`src/rtl/spq_pkg.sv`:
```
// Package for the sorted priority queue: operation codes, payload types and
// the cell control structure. It has no dependencies.
package spq_pkg;

    typedef enum logic {
        FUNC_PUSH = 1'b0,
        FUNC_POP  = 1'b1
    } t_func;

    typedef logic signed [15:0] t_prio;
    typedef logic signed [31:0] t_value;
    typedef logic [4:0]         t_entry_count;

    typedef struct packed {
        t_prio  prio;
        t_value value;
    } t_entry;

    typedef struct packed {
        logic push_en;
        logic pop_en;
    } t_cell_ctrl;

endpackage

```
`src/rtl/spq_in_if.sv`:
```
// Input channel of the sorted priority queue: valid, ready and one request.
// It depends on spq_pkg.
interface spq_in_if;
    import spq_pkg::*;

    logic   valid;
    logic   ready;
    t_func  func;
    t_prio  priority_req;
    t_value value;

    modport source (output valid, func, priority_req, value, input ready);
    modport sink (input valid, func, priority_req, value, output ready);
endinterface

```
`src/rtl/spq_out_if.sv`:
```
// Output channel of the sorted priority queue: valid, ready and one result.
// It depends on spq_pkg.
interface spq_out_if;
    import spq_pkg::*;

    logic         valid;
    logic         ready;
    t_value       popped_value;
    logic         was_empty;
    logic         dropped;
    t_entry_count entry_count;

    modport source (output valid, popped_value, was_empty, dropped, entry_count, input ready);
    modport sink (input valid, popped_value, was_empty, dropped, entry_count, output ready);
endinterface

```
`src/rtl/spq_cell.sv`:
```
// One storage cell of the sorted priority queue chain. It holds one entry and
// takes its next contents from its left or right neighbour or from a push.
// It depends on spq_pkg.
module spq_cell #(
    parameter int IDX   = 0,
    parameter int CNT_W = 5
) (
    input  logic                i_clk,
    input  spq_pkg::t_cell_ctrl i_ctrl,
    input  spq_pkg::t_entry     i_new,
    input  logic [CNT_W-1:0]    i_count,
    input  spq_pkg::t_entry     i_left,
    input  logic                i_left_ins,
    input  spq_pkg::t_entry     i_right,
    output spq_pkg::t_entry     o_entry,
    output logic                o_ins
);
    import spq_pkg::*;

    t_entry r_entry;
    t_entry n_entry;
    logic   w_valid;

    assign w_valid = (CNT_W'(IDX) < i_count);
    assign o_ins   = !w_valid || ($signed(i_new.prio) > $signed(r_entry.prio));
    assign o_entry = r_entry;

    always_comb begin
        n_entry = r_entry;
        if (i_ctrl.push_en) begin
            if (i_left_ins) begin
                n_entry = i_left;
            end else if (o_ins) begin
                n_entry = i_new;
            end
        end else if (i_ctrl.pop_en) begin
            n_entry = i_right;
        end
    end

    always_ff @(posedge i_clk) begin
        r_entry <= n_entry;
    end
endmodule

```
`src/rtl/sorted_priority_queue.sv`:
```
// Sorted priority queue built as a chain of CAPACITY cells.
// The result of a transaction is registered and shown in the cycle after it is accepted.
// Throughput: one push or pop per cycle while results are taken; every cell compares and shifts in parallel.
// A new transaction is taken whenever the output register is empty or being emptied.
// Reset clears the entry count and the output valid; stored entries are not cleared.
module sorted_priority_queue #(
    parameter int CAPACITY = 16
) (
    input  logic          i_clk,
    input  logic          i_rst_n,
    spq_in_if.sink        i_in,
    spq_out_if.source     o_out
);
    import spq_pkg::*;

    localparam int CNT_W = $clog2(CAPACITY + 1);

    logic [CNT_W-1:0] r_count;
    logic [CNT_W-1:0] n_count;
    logic             r_out_valid;
    t_value           r_popped_value;
    logic             r_was_empty;
    logic             r_dropped;
    t_entry_count     r_entry_count;

    logic             w_accept;
    logic             w_full;
    logic             w_empty;
    logic             w_is_pop;
    t_cell_ctrl       w_ctrl;
    t_entry           w_new;
    logic [CNT_W+4:0] w_count_ext;

    t_entry           w_cell_entry [CAPACITY];
    logic             w_cell_ins   [CAPACITY];

    assign i_in.ready = !r_out_valid || o_out.ready;
    assign w_accept   = i_in.valid && i_in.ready;
    assign w_is_pop   = (i_in.func == FUNC_POP);
    assign w_full     = (r_count == CNT_W'(CAPACITY));
    assign w_empty    = (r_count == '0);

    assign w_ctrl.push_en = w_accept && !w_is_pop && !w_full;
    assign w_ctrl.pop_en  = w_accept && w_is_pop && !w_empty;
    assign w_new.prio     = i_in.priority_req;
    assign w_new.value    = i_in.value;

    genvar g;
    generate
        for (g = 0; g < CAPACITY; g++) begin : g_cell
            t_entry w_left;
            logic   w_left_ins;
            t_entry w_right;

            if (g == 0) begin : g_first
                assign w_left     = '0;
                assign w_left_ins = 1'b0;
            end else begin : g_inner_left
                assign w_left     = w_cell_entry[g-1];
                assign w_left_ins = w_cell_ins[g-1];
            end

            if (g == CAPACITY - 1) begin : g_last
                assign w_right = '0;
            end else begin : g_inner_right
                assign w_right = w_cell_entry[g+1];
            end

            spq_cell #(
                .IDX   (g),
                .CNT_W (CNT_W)
            ) u_cell (
                .i_clk      (i_clk),
                .i_ctrl     (w_ctrl),
                .i_new      (w_new),
                .i_count    (r_count),
                .i_left     (w_left),
                .i_left_ins (w_left_ins),
                .i_right    (w_right),
                .o_entry    (w_cell_entry[g]),
                .o_ins      (w_cell_ins[g])
            );
        end
    endgenerate

    always_comb begin
        n_count = r_count;
        if (w_ctrl.push_en) begin
            n_count = r_count + CNT_W'(1);
        end else if (w_ctrl.pop_en) begin
            n_count = r_count - CNT_W'(1);
        end
    end

    assign w_count_ext = {5'b00000, n_count};

    always_ff @(posedge i_clk) begin
        if (!i_rst_n) begin
            r_count     <= '0;
            r_out_valid <= 1'b0;
        end else begin
            r_count <= n_count;
            if (w_accept) begin
                r_out_valid <= 1'b1;
            end else if (o_out.ready) begin
                r_out_valid <= 1'b0;
            end
        end
        if (w_accept) begin
            r_popped_value <= w_ctrl.pop_en ? w_cell_entry[0].value : '0;
            r_was_empty    <= w_is_pop && w_empty;
            r_dropped      <= !w_is_pop && w_full;
            r_entry_count  <= w_count_ext[4:0];
        end
    end

    assign o_out.valid        = r_out_valid;
    assign o_out.popped_value = r_popped_value;
    assign o_out.was_empty    = r_was_empty;
    assign o_out.dropped      = r_dropped;
    assign o_out.entry_count  = r_entry_count;

    a_count_bound: assert property (@(posedge i_clk) disable iff (!i_rst_n)
        r_count <= CNT_W'(CAPACITY))
        else $error("Entry count exceeds the capacity.");

    a_flags_exclusive: assert property (@(posedge i_clk) disable iff (!i_rst_n)
        r_out_valid |-> !(r_was_empty && r_dropped))
        else $error("A result reports both an empty pop and a dropped push.");

    a_push_grows: assert property (@(posedge i_clk) disable iff (!i_rst_n)
        w_ctrl.push_en |=> r_count == $past(r_count) + CNT_W'(1))
        else $error("An accepted push did not add one entry.");

    a_pop_shrinks: assert property (@(posedge i_clk) disable iff (!i_rst_n)
        w_ctrl.pop_en |=> r_count == $past(r_count) - CNT_W'(1))
        else $error("An accepted pop did not remove one entry.");

    generate
        for (g = 0; g < CAPACITY - 1; g++) begin : g_order_chk
            a_sorted: assert property (@(posedge i_clk) disable iff (!i_rst_n)
                (r_count > CNT_W'(g + 1)) |->
                ($signed(w_cell_entry[g].prio) >= $signed(w_cell_entry[g+1].prio)))
                else $error("Adjacent entries are out of priority order.");
        end
    endgenerate
endmodule

```
`src/flat_wrapper.sv`:
```
// flat-port wrapper written by rule: the top's interface ports become plain ports
module sorted_priority_queue_flat import spq_pkg::*;
#(
    parameter int CAPACITY = 16
)
  (i_clk, i_rst_n, i_in_valid, i_in_func, i_in_priority_req, i_in_value, i_in_ready, o_out_valid, o_out_popped_value, o_out_was_empty, o_out_dropped, o_out_entry_count, o_out_ready);
  spq_in_if i_in_i ();
  spq_out_if o_out_i ();
  input  logic i_clk;
  input  logic i_rst_n;
  input wire logic [$bits(i_in_i.valid)-1:0] i_in_valid;
  input wire logic [$bits(i_in_i.func)-1:0] i_in_func;
  input wire logic [$bits(i_in_i.priority_req)-1:0] i_in_priority_req;
  input wire logic [$bits(i_in_i.value)-1:0] i_in_value;
  output wire logic [$bits(i_in_i.ready)-1:0] i_in_ready;
  output wire logic [$bits(o_out_i.valid)-1:0] o_out_valid;
  output wire logic [$bits(o_out_i.popped_value)-1:0] o_out_popped_value;
  output wire logic [$bits(o_out_i.was_empty)-1:0] o_out_was_empty;
  output wire logic [$bits(o_out_i.dropped)-1:0] o_out_dropped;
  output wire logic [$bits(o_out_i.entry_count)-1:0] o_out_entry_count;
  input wire logic [$bits(o_out_i.ready)-1:0] o_out_ready;
  assign i_in_i.valid = i_in_valid;
  assign i_in_i.func = i_in_func;
  assign i_in_i.priority_req = i_in_priority_req;
  assign i_in_i.value = i_in_value;
  assign i_in_ready = i_in_i.ready;
  assign o_out_valid = o_out_i.valid;
  assign o_out_popped_value = o_out_i.popped_value;
  assign o_out_was_empty = o_out_i.was_empty;
  assign o_out_dropped = o_out_i.dropped;
  assign o_out_entry_count = o_out_i.entry_count;
  assign o_out_i.ready = o_out_ready;
  sorted_priority_queue #(.CAPACITY(CAPACITY)) u_core (.i_clk(i_clk), .i_rst_n(i_rst_n), .i_in(i_in_i), .o_out(o_out_i));
endmodule
```
`config.mk`:
```
export PLATFORM = sky130hd
export DESIGN_NAME = sorted_priority_queue_flat
export DESIGN_NICKNAME = d
export VERILOG_FILES = /design/src/rtl/spq_pkg.sv /design/src/rtl/spq_in_if.sv /design/src/rtl/spq_out_if.sv /design/src/rtl/spq_cell.sv /design/src/rtl/sorted_priority_queue.sv /design/src/flat_wrapper.sv
export SDC_FILE = /design/constraint.sdc
export NUM_CORES = 2
export LEC_CHECK = 0
export ABC_AREA = 1
export BUFFER_PORTS_ARGS = -buffer_cell sky130_fd_sc_hd__buf_4
export CAP_MARGIN = 40
export CELL_PAD_IN_SITES_DETAIL_PLACEMENT = 0
export CELL_PAD_IN_SITES_GLOBAL_PLACEMENT = 1
export CORE_MARGIN = 2
export CORE_UTILIZATION = 37
export DETAILED_ROUTE_END_ITERATION = 12
export GPL_TIMING_DRIVEN = 1
export PLACE_DENSITY_LB_ADDON = 0.15
export SLEW_MARGIN = 40
export SYNTH_ARGS = -nofsm -noshare
export SYNTH_HDL_FRONTEND = slang
export SYNTH_SLANG_ARGS = --single-unit
```
`constraint.sdc`:
```
create_clock -name i_clk -period 14.45 [get_ports i_clk]
set_input_delay 2.1675 -clock i_clk [delete_from_list [all_inputs] [get_ports i_clk]]
set_output_delay 2.1675 -clock i_clk [all_outputs]
set_load 0.05 [all_outputs]
```
Word level (Yosys, flattened, before mapping)

Cells that the tools add are included.

Flip-flop bits (word level): 813
Input bits: 53
Output and inout port bits: 41
Word-level logic and storage cells: 219

Add/sub/neg operators: 2
$lt $le $gt $ge: 32
Equality and inequality tests: 17
Mux-type cells: 67
Reductions and logical operators: 63

Operators with widths:

| operator              | count |
|---|---|
| $mux W48              | 63 |
| $gt A16 B16 Y1        | 16 |
| $ne A3 B3 Y1 const B  | 14 |
| $lt A4 B5 Y1 const A  | 8 |
| $reduce_and A2 Y1     | 16 |
| $logic_not A1 Y1      | 20 |
| $lt A3 B5 Y1 const A  | 4 |
| $logic_or A1 B1 Y1    | 17 |
| $lt A1 B5 Y1 const A  | 2 |
| $lt A2 B5 Y1 const A  | 2 |
| $mux W5               | 2 |
| $logic_and A1 B1 Y1   | 7 |
| $add A5 B1 Y5 const B | 1 |
| $eq A5 B5 Y1 const B  | 1 |
| $logic_not A5 Y1      | 1 |
| $sub A5 B1 Y5 const B | 1 |
| $reduce_bool A2 Y1    | 2 |
| $ne A3 B2 Y1 const B  | 1 |
| $mux W1               | 2 |
| $ne A2 B1 Y1 const B  | 1 |

Depth between registers and ports, before layout

Depth in word-level cells: 7
Mapped depth: 21
Gate-level depth less buffers: 18

By module

A second synthesis with hierarchy kept.

Cell total of the unflattened synthesis: 5,722
Area total of the unflattened synthesis: 48,366.4 um^2

Modules (own cells, without submodules):

| module                               | instances | cells each | area an instance (um^2) | seq. area each (um^2) |
|---|---|---|---|---|
| spq_cell at u_core.g_cell[3].u_cell  | 1         | 348        | 2,950.3                 | 1,441.4 |
| spq_cell at u_core.g_cell[9].u_cell  | 1         | 355        | 2,942.8                 | 1,441.4 |
| spq_cell at u_core.g_cell[7].u_cell  | 1         | 353        | 2,936.6                 | 1,441.4 |
| spq_cell at u_core.g_cell[0].u_cell  | 1         | 350        | 2,922.8                 | 1,441.4 |
| spq_cell at u_core.g_cell[13].u_cell | 1         | 348        | 2,919.0                 | 1,441.4 |
| spq_cell at u_core.g_cell[12].u_cell | 1         | 349        | 2,912.8                 | 1,441.4 |
| spq_cell at u_core.g_cell[11].u_cell | 1         | 347        | 2,905.3                 | 1,441.4 |
| spq_cell at u_core.g_cell[4].u_cell  | 1         | 345        | 2,897.8                 | 1,441.4 |
| spq_cell at u_core.g_cell[5].u_cell  | 1         | 343        | 2,894.0                 | 1,441.4 |
| spq_cell at u_core.g_cell[1].u_cell  | 1         | 345        | 2,892.8                 | 1,441.4 |
| spq_cell at u_core.g_cell[2].u_cell  | 1         | 343        | 2,890.3                 | 1,441.4 |
| spq_cell at u_core.g_cell[10].u_cell | 1         | 345        | 2,889.0                 | 1,441.4 |
| spq_cell at u_core.g_cell[6].u_cell  | 1         | 344        | 2,889.0                 | 1,441.4 |
| spq_cell at u_core.g_cell[14].u_cell | 1         | 343        | 2,882.8                 | 1,441.4 |
| 3 more rows                          | n/a       | n/a        | n/a                     | n/a |

Worst setup path after synthesis

OpenSTA, ideal clock, no wires.

Kind: input-to-reg
From: input o_out_ready
To: register u_core.g_cell[14].u_cell.r_entry (netlist bit u_core.g_cell[14].u_cell.o_entry[0]) (enable)
Library setup time: 455 ps
Arrival time: 6,287 ps
Required time: 13,995 ps
Slack: 7,708 ps
Cell stages on the path: 10
Path buffers: 0
Cell sequence: inv_1 > nand2_1 > nand2_1 > inv_1 > nand2_1 > nor2_2 > inv_2 > nand3_1 > nor2_1 > nor2_1

Longest elaborated chain between the ends: 6
Elaborated cells on any way between the ends: 9
Those cells by class: eq/ne (1); reduce/logical (8)

Ends and longest elaborated chain:

| element                                                                    | RTL line                                                 | text |
|---|---|---|
| start, declared                                                            | flat_wrapper.sv:21                                       | `input wire logic [$bits(o_out_i.ready)-1:0] o_out_ready;` |
| $logic_or A1 B1 Y1 (*)                                                     | sorted_priority_queue.sv:37                              | `assign i_in.ready = !r_out_valid \|\| o_out.ready;` |
| named net i_in_ready                                                       | flat_wrapper.sv:15                                       | `output wire logic [$bits(i_in_i.ready)-1:0] i_in_ready;` |
| $logic_and A1 B1 Y1 (*)                                                    | sorted_priority_queue.sv:38                              | `assign w_accept = i_in.valid && i_in.ready;` |
| named net u_core.w_accept                                                  | sorted_priority_queue.sv:26                              | `logic w_accept;` |
| $logic_and A1 B1 Y1, on equally long branches (2 in a row)                 | sorted_priority_queue.sv:43, sorted_priority_queue.sv:44 |  |
| $ne A3 B3 Y1 (no source line) / $reduce_bool A2 Y1 (equally long branches) | n/a                                                      |  |
| $reduce_and A2 Y1 (no source line) (*)                                     | n/a                                                      |  |
| end signal, assigned                                                       | spq_cell.sv:42                                           | `r_entry <= n_entry;` |
| end, declared                                                              | spq_cell.sv:20                                           | `t_entry r_entry;` |

The timed path passes the listed nets; every way through them passes the cells marked *.
A chain may end at the register's enable or synchronous reset.

Worst setup path after layout

From: input o_out_ready
To: register u_core.g_cell[2].u_cell.r_entry (netlist bit u_core.g_cell[2].u_cell.o_entry[17]) (enable)

Longest elaborated chain between the ends: 6
Elaborated cells on any way between the ends: 9
Those cells by class: eq/ne (1); reduce/logical (8)

Ends and longest elaborated chain:

| element                                                                    | RTL line |
|---|---|
| $logic_or A1 B1 Y1 (*)                                                     | sorted_priority_queue.sv:37 |
| $logic_and A1 B1 Y1 (*)                                                    | sorted_priority_queue.sv:38 |
| $logic_and A1 B1 Y1, on equally long branches (2 in a row)                 | sorted_priority_queue.sv:43, sorted_priority_queue.sv:44 |
| $ne A3 B3 Y1 (no source line) / $reduce_bool A2 Y1 (equally long branches) | n/a |
| $reduce_and A2 Y1 (no source line) (*)                                     | n/a |
| end signal, assigned                                                       | spq_cell.sv:42 |
| end, declared                                                              | spq_cell.sv:20 |

Mark *: on every way between the ends. The rest lies on a longest branch, timed or not.

==> impl_metrics.yaml <==
critical_path:
  path_cells: "buf_4 -> inv_1 -> nand2_1 -> nand2_1 -> nor2_1 -> nand2_4 -> inv_12 -> buf_4 -> buf_12 -> o21ai_1 -> nand2_2 -> buf_4"
  required_ns: 14.82
  cp-end-kind: "flip-flop"
  critical-path-max-stage-delay_ns: 0.75
  critical_path_arrival_ns: 6.64
  startpoint_type: "primary input"
  r2r_start: "u_core.r_count[0]"
  reg2reg_to: "u_core.g_cell[2].u_cell.o_entry[17]"
  reg2reg_setup_slack_ns: 9.06
  crit_slowest_cell: "buf_4"
  reg2regPathDepth: 10
  worstPathMaxFanout: 154
  crit_top_cell: "buf_4"
  crit_type: "in -> reg"
yosys:
  synth_area_um2: 51600
  synth_ff_type: "edfxtp_1"
  ys_seq_area_share_pct: 47.2
  syn_nets: 7023
  ys_warn_count: 0
  synth_edf_count: 807
  async_flop_share_pct: 0
  ys_seq_elements: 813
  ys_types: 34
  synthCells: 6711
  postSynthAreaPerCell_um2: 7.70
routing:
  via_count: 42700
  top_layer_used: "met4"
  drtPass1Iterations: 6
  drt_iter0_drc: 3933
  drt-total-wl_um: 160000
  met1_length_um: 82300
  viasPerCell: 5.02
  dr_wl_met3_um: 8820
  avgRoutedWirePerCell_um: 18.8
  drc_errors: 0
  wl_met2_um: 66300
  antenna_left: 0
timing:
  rsz0062_at_grt: "no"
  slew_headroom_pct: 41.7
  slew_violations: 0
  fin_worst_skew_ns: 0.0327
  layout_min_cycle_time_ns: 6.27
  timing.setup.tns_ns: 0
  max_freq_ghz: 0.159
  timing.hold.ws_ns: 0.504
  final-setup-viol-count: 0
  worstMarginPinSlew_ns: 0.869
  period_share_pct: 43.4
  hold_violations: 0
floorplanning:
  core-area_um2: 139000
  initial_utilization_pct: 37.2
  die_h_um: 378
  io_pins: 94
  fp-row-count: 137
  die_width_um: 378
  die-area_um2: 143000
global_routing:
  antenna_found_initial: 0
  grt_max_degree: 166
  grt_pass1_vias: 41700
  grt.total_usage_pct: 22.2
  grt_pass1_wl_um: 252000
  overflow: 0
pwr:
  ir_worst_vdd_uv: 84.6
  static-leakage-power_nw: 27.2
  cellPowerDensity_nw_per_um2: 128
  power.total_mw: 7.31
clocking:
  cts_tree: "built"
  cts_made_buffers: 103
  clk_pin_slew_ns: 0.06
  htree_num_levels: 3
  hold_buffers: 0
  ctsResizeCount: 0
  cts_sinks: 813
  clk_path_buf_depth: 3
  postCtsSetupBuffers: 0
  clk_latency_ns: 0.72
  clock-root-buffer: "clkbuf_16"
cells_and_area:
  postLayoutCellArea_um2: 57000
  final_layout_size_suffix_gt1_share_pct: 5.99
  mostFrequentLayoutCell: "nand2_1"
  nFillCells: 14300
  fin_nets: 6849
  n_antenna_cell: 0
  layout_common_cells: "2269 x nand2_1, 1480 x nand3_1, 853 x inv_1"
  fin_util_pct: 41.0
  area_growth_pct: 10.4
placement:
  numPortBuffers: 93
  placed_cell_area_um2: 53500
  gp_congestion: 0.805
  post-dp-hpwl_um: 107000
hold_path:
  hp-class: "reg -> reg"
  min_to: "u_core.g_cell[14].u_cell.o_entry[1]"
  min_from: "u_core.g_cell[15].u_cell.o_entry[1]"
  hold_path_depth: 2
outcome:
  outcome: "completed"
job:
  drv_cap: 0
sequential cells by signal (all words and copies together), names as in the netlist:
signal,cells
u_core.o_out.popped_value,32
u_core.g_cell.u_cell.o_entry,768
u_core.o_out.was_empty,1
u_core.o_out.valid,1
u_core.o_out.entry_count,5
u_core.r_count,5
u_core.o_out.dropped,1
worst max path at each step:
stage / start / end / slack (ns)
after floorplan: o_out_ready / u_core.g_cell[14].u_cell.o_entry[0] / 7.71
after global placement: o_out_ready / u_core.g_cell[2].u_cell.o_entry[13] / 7.41
after detailed placement: o_out_ready / u_core.g_cell[2].u_cell.o_entry[16] / 7.58
after CTS: o_out_ready / u_core.g_cell[2].u_cell.o_entry[16] / 8.35
after global routing: o_out_ready / u_core.g_cell[11].u_cell.o_entry[16] / 7.97
final: o_out_ready / u_core.g_cell[2].u_cell.o_entry[17] / 8.18
routing by layer:
metal	up-vias	GRT usage, %
met5	-	0
met4	0	4.60
met3	156	3.02
met2	1071	33.1
met1	19900	34.1
li1	21600	-
cell usage after synthesis (all sizes together), types with 8 or more instances:
cell type | count | area, µm²
a21o | 8 | 60.1
a21oi | 146 | 731
buf | 283 | 1440
clkbuf | 167 | 627
edfxtp | 807 | 24200
ha | 259 | 3240
inv | 868 | 3260
nand2 | 2300 | 8640
nand3 | 1488 | 7460
nand4 | 28 | 175
nor2 | 221 | 842
nor3 | 14 | 70.1
o21ai | 55 | 275
o21bai | 39 | 293
critical path: cells and delay by family:
| kind | cells | cell delay [ns] |
|---|---|---|
| AOI/OAI and AO/OA | 1 | 0.18 |
| and+or+nand+nor | 5 | 1.33 |
| buffers and inverters | 6 | 2.40 |
kinds of logic after synthesis:
kind of cell             synth area share, %
AND/OR/NAND/NOR                         33.4
buffers and inverters                   10.3
flip-flops                              47.2
AO/OA/AOI/OAI                           2.81
adder cells (fa/ha/maj)                 6.27
XOR/XNOR                              0.0339
layout make-up:
| type | instances | area [µm²] | share of cell area (%) |
|---|---|---|---|
| timing repair buffer | 171 | 1430 | 2.51 |
| inverter | 868 | 3280 | 5.74 |
| clock buffer | 128 | 2750 | 4.83 |
| sequential | 813 | 24400 | 42.7 |
| tap | 1876 | 2350 | 4.12 |
| clock inverter | 63 | 587 | 1.03 |
| multi-input combinational | 4580 | 22300 | 39.1 |
power breakdown:
part	switching, mW	internal [mW]
Sequential	0.145	2.97
Clock	1.09	1.51
Combinational	1.16	0.430
Total	2.39	4.91
per-stage QoR:
step / cells / setup WS (ns)
floorplan: 6711 / 7.71
global route: 8499 / 7.97
CTS: 8491 / 8.35
detailed placement: 8300 / 7.58
finish: 8499 / 8.18
global placement: 8299 / 7.41
Note: power is estimated with default switching activity, not from simulation.
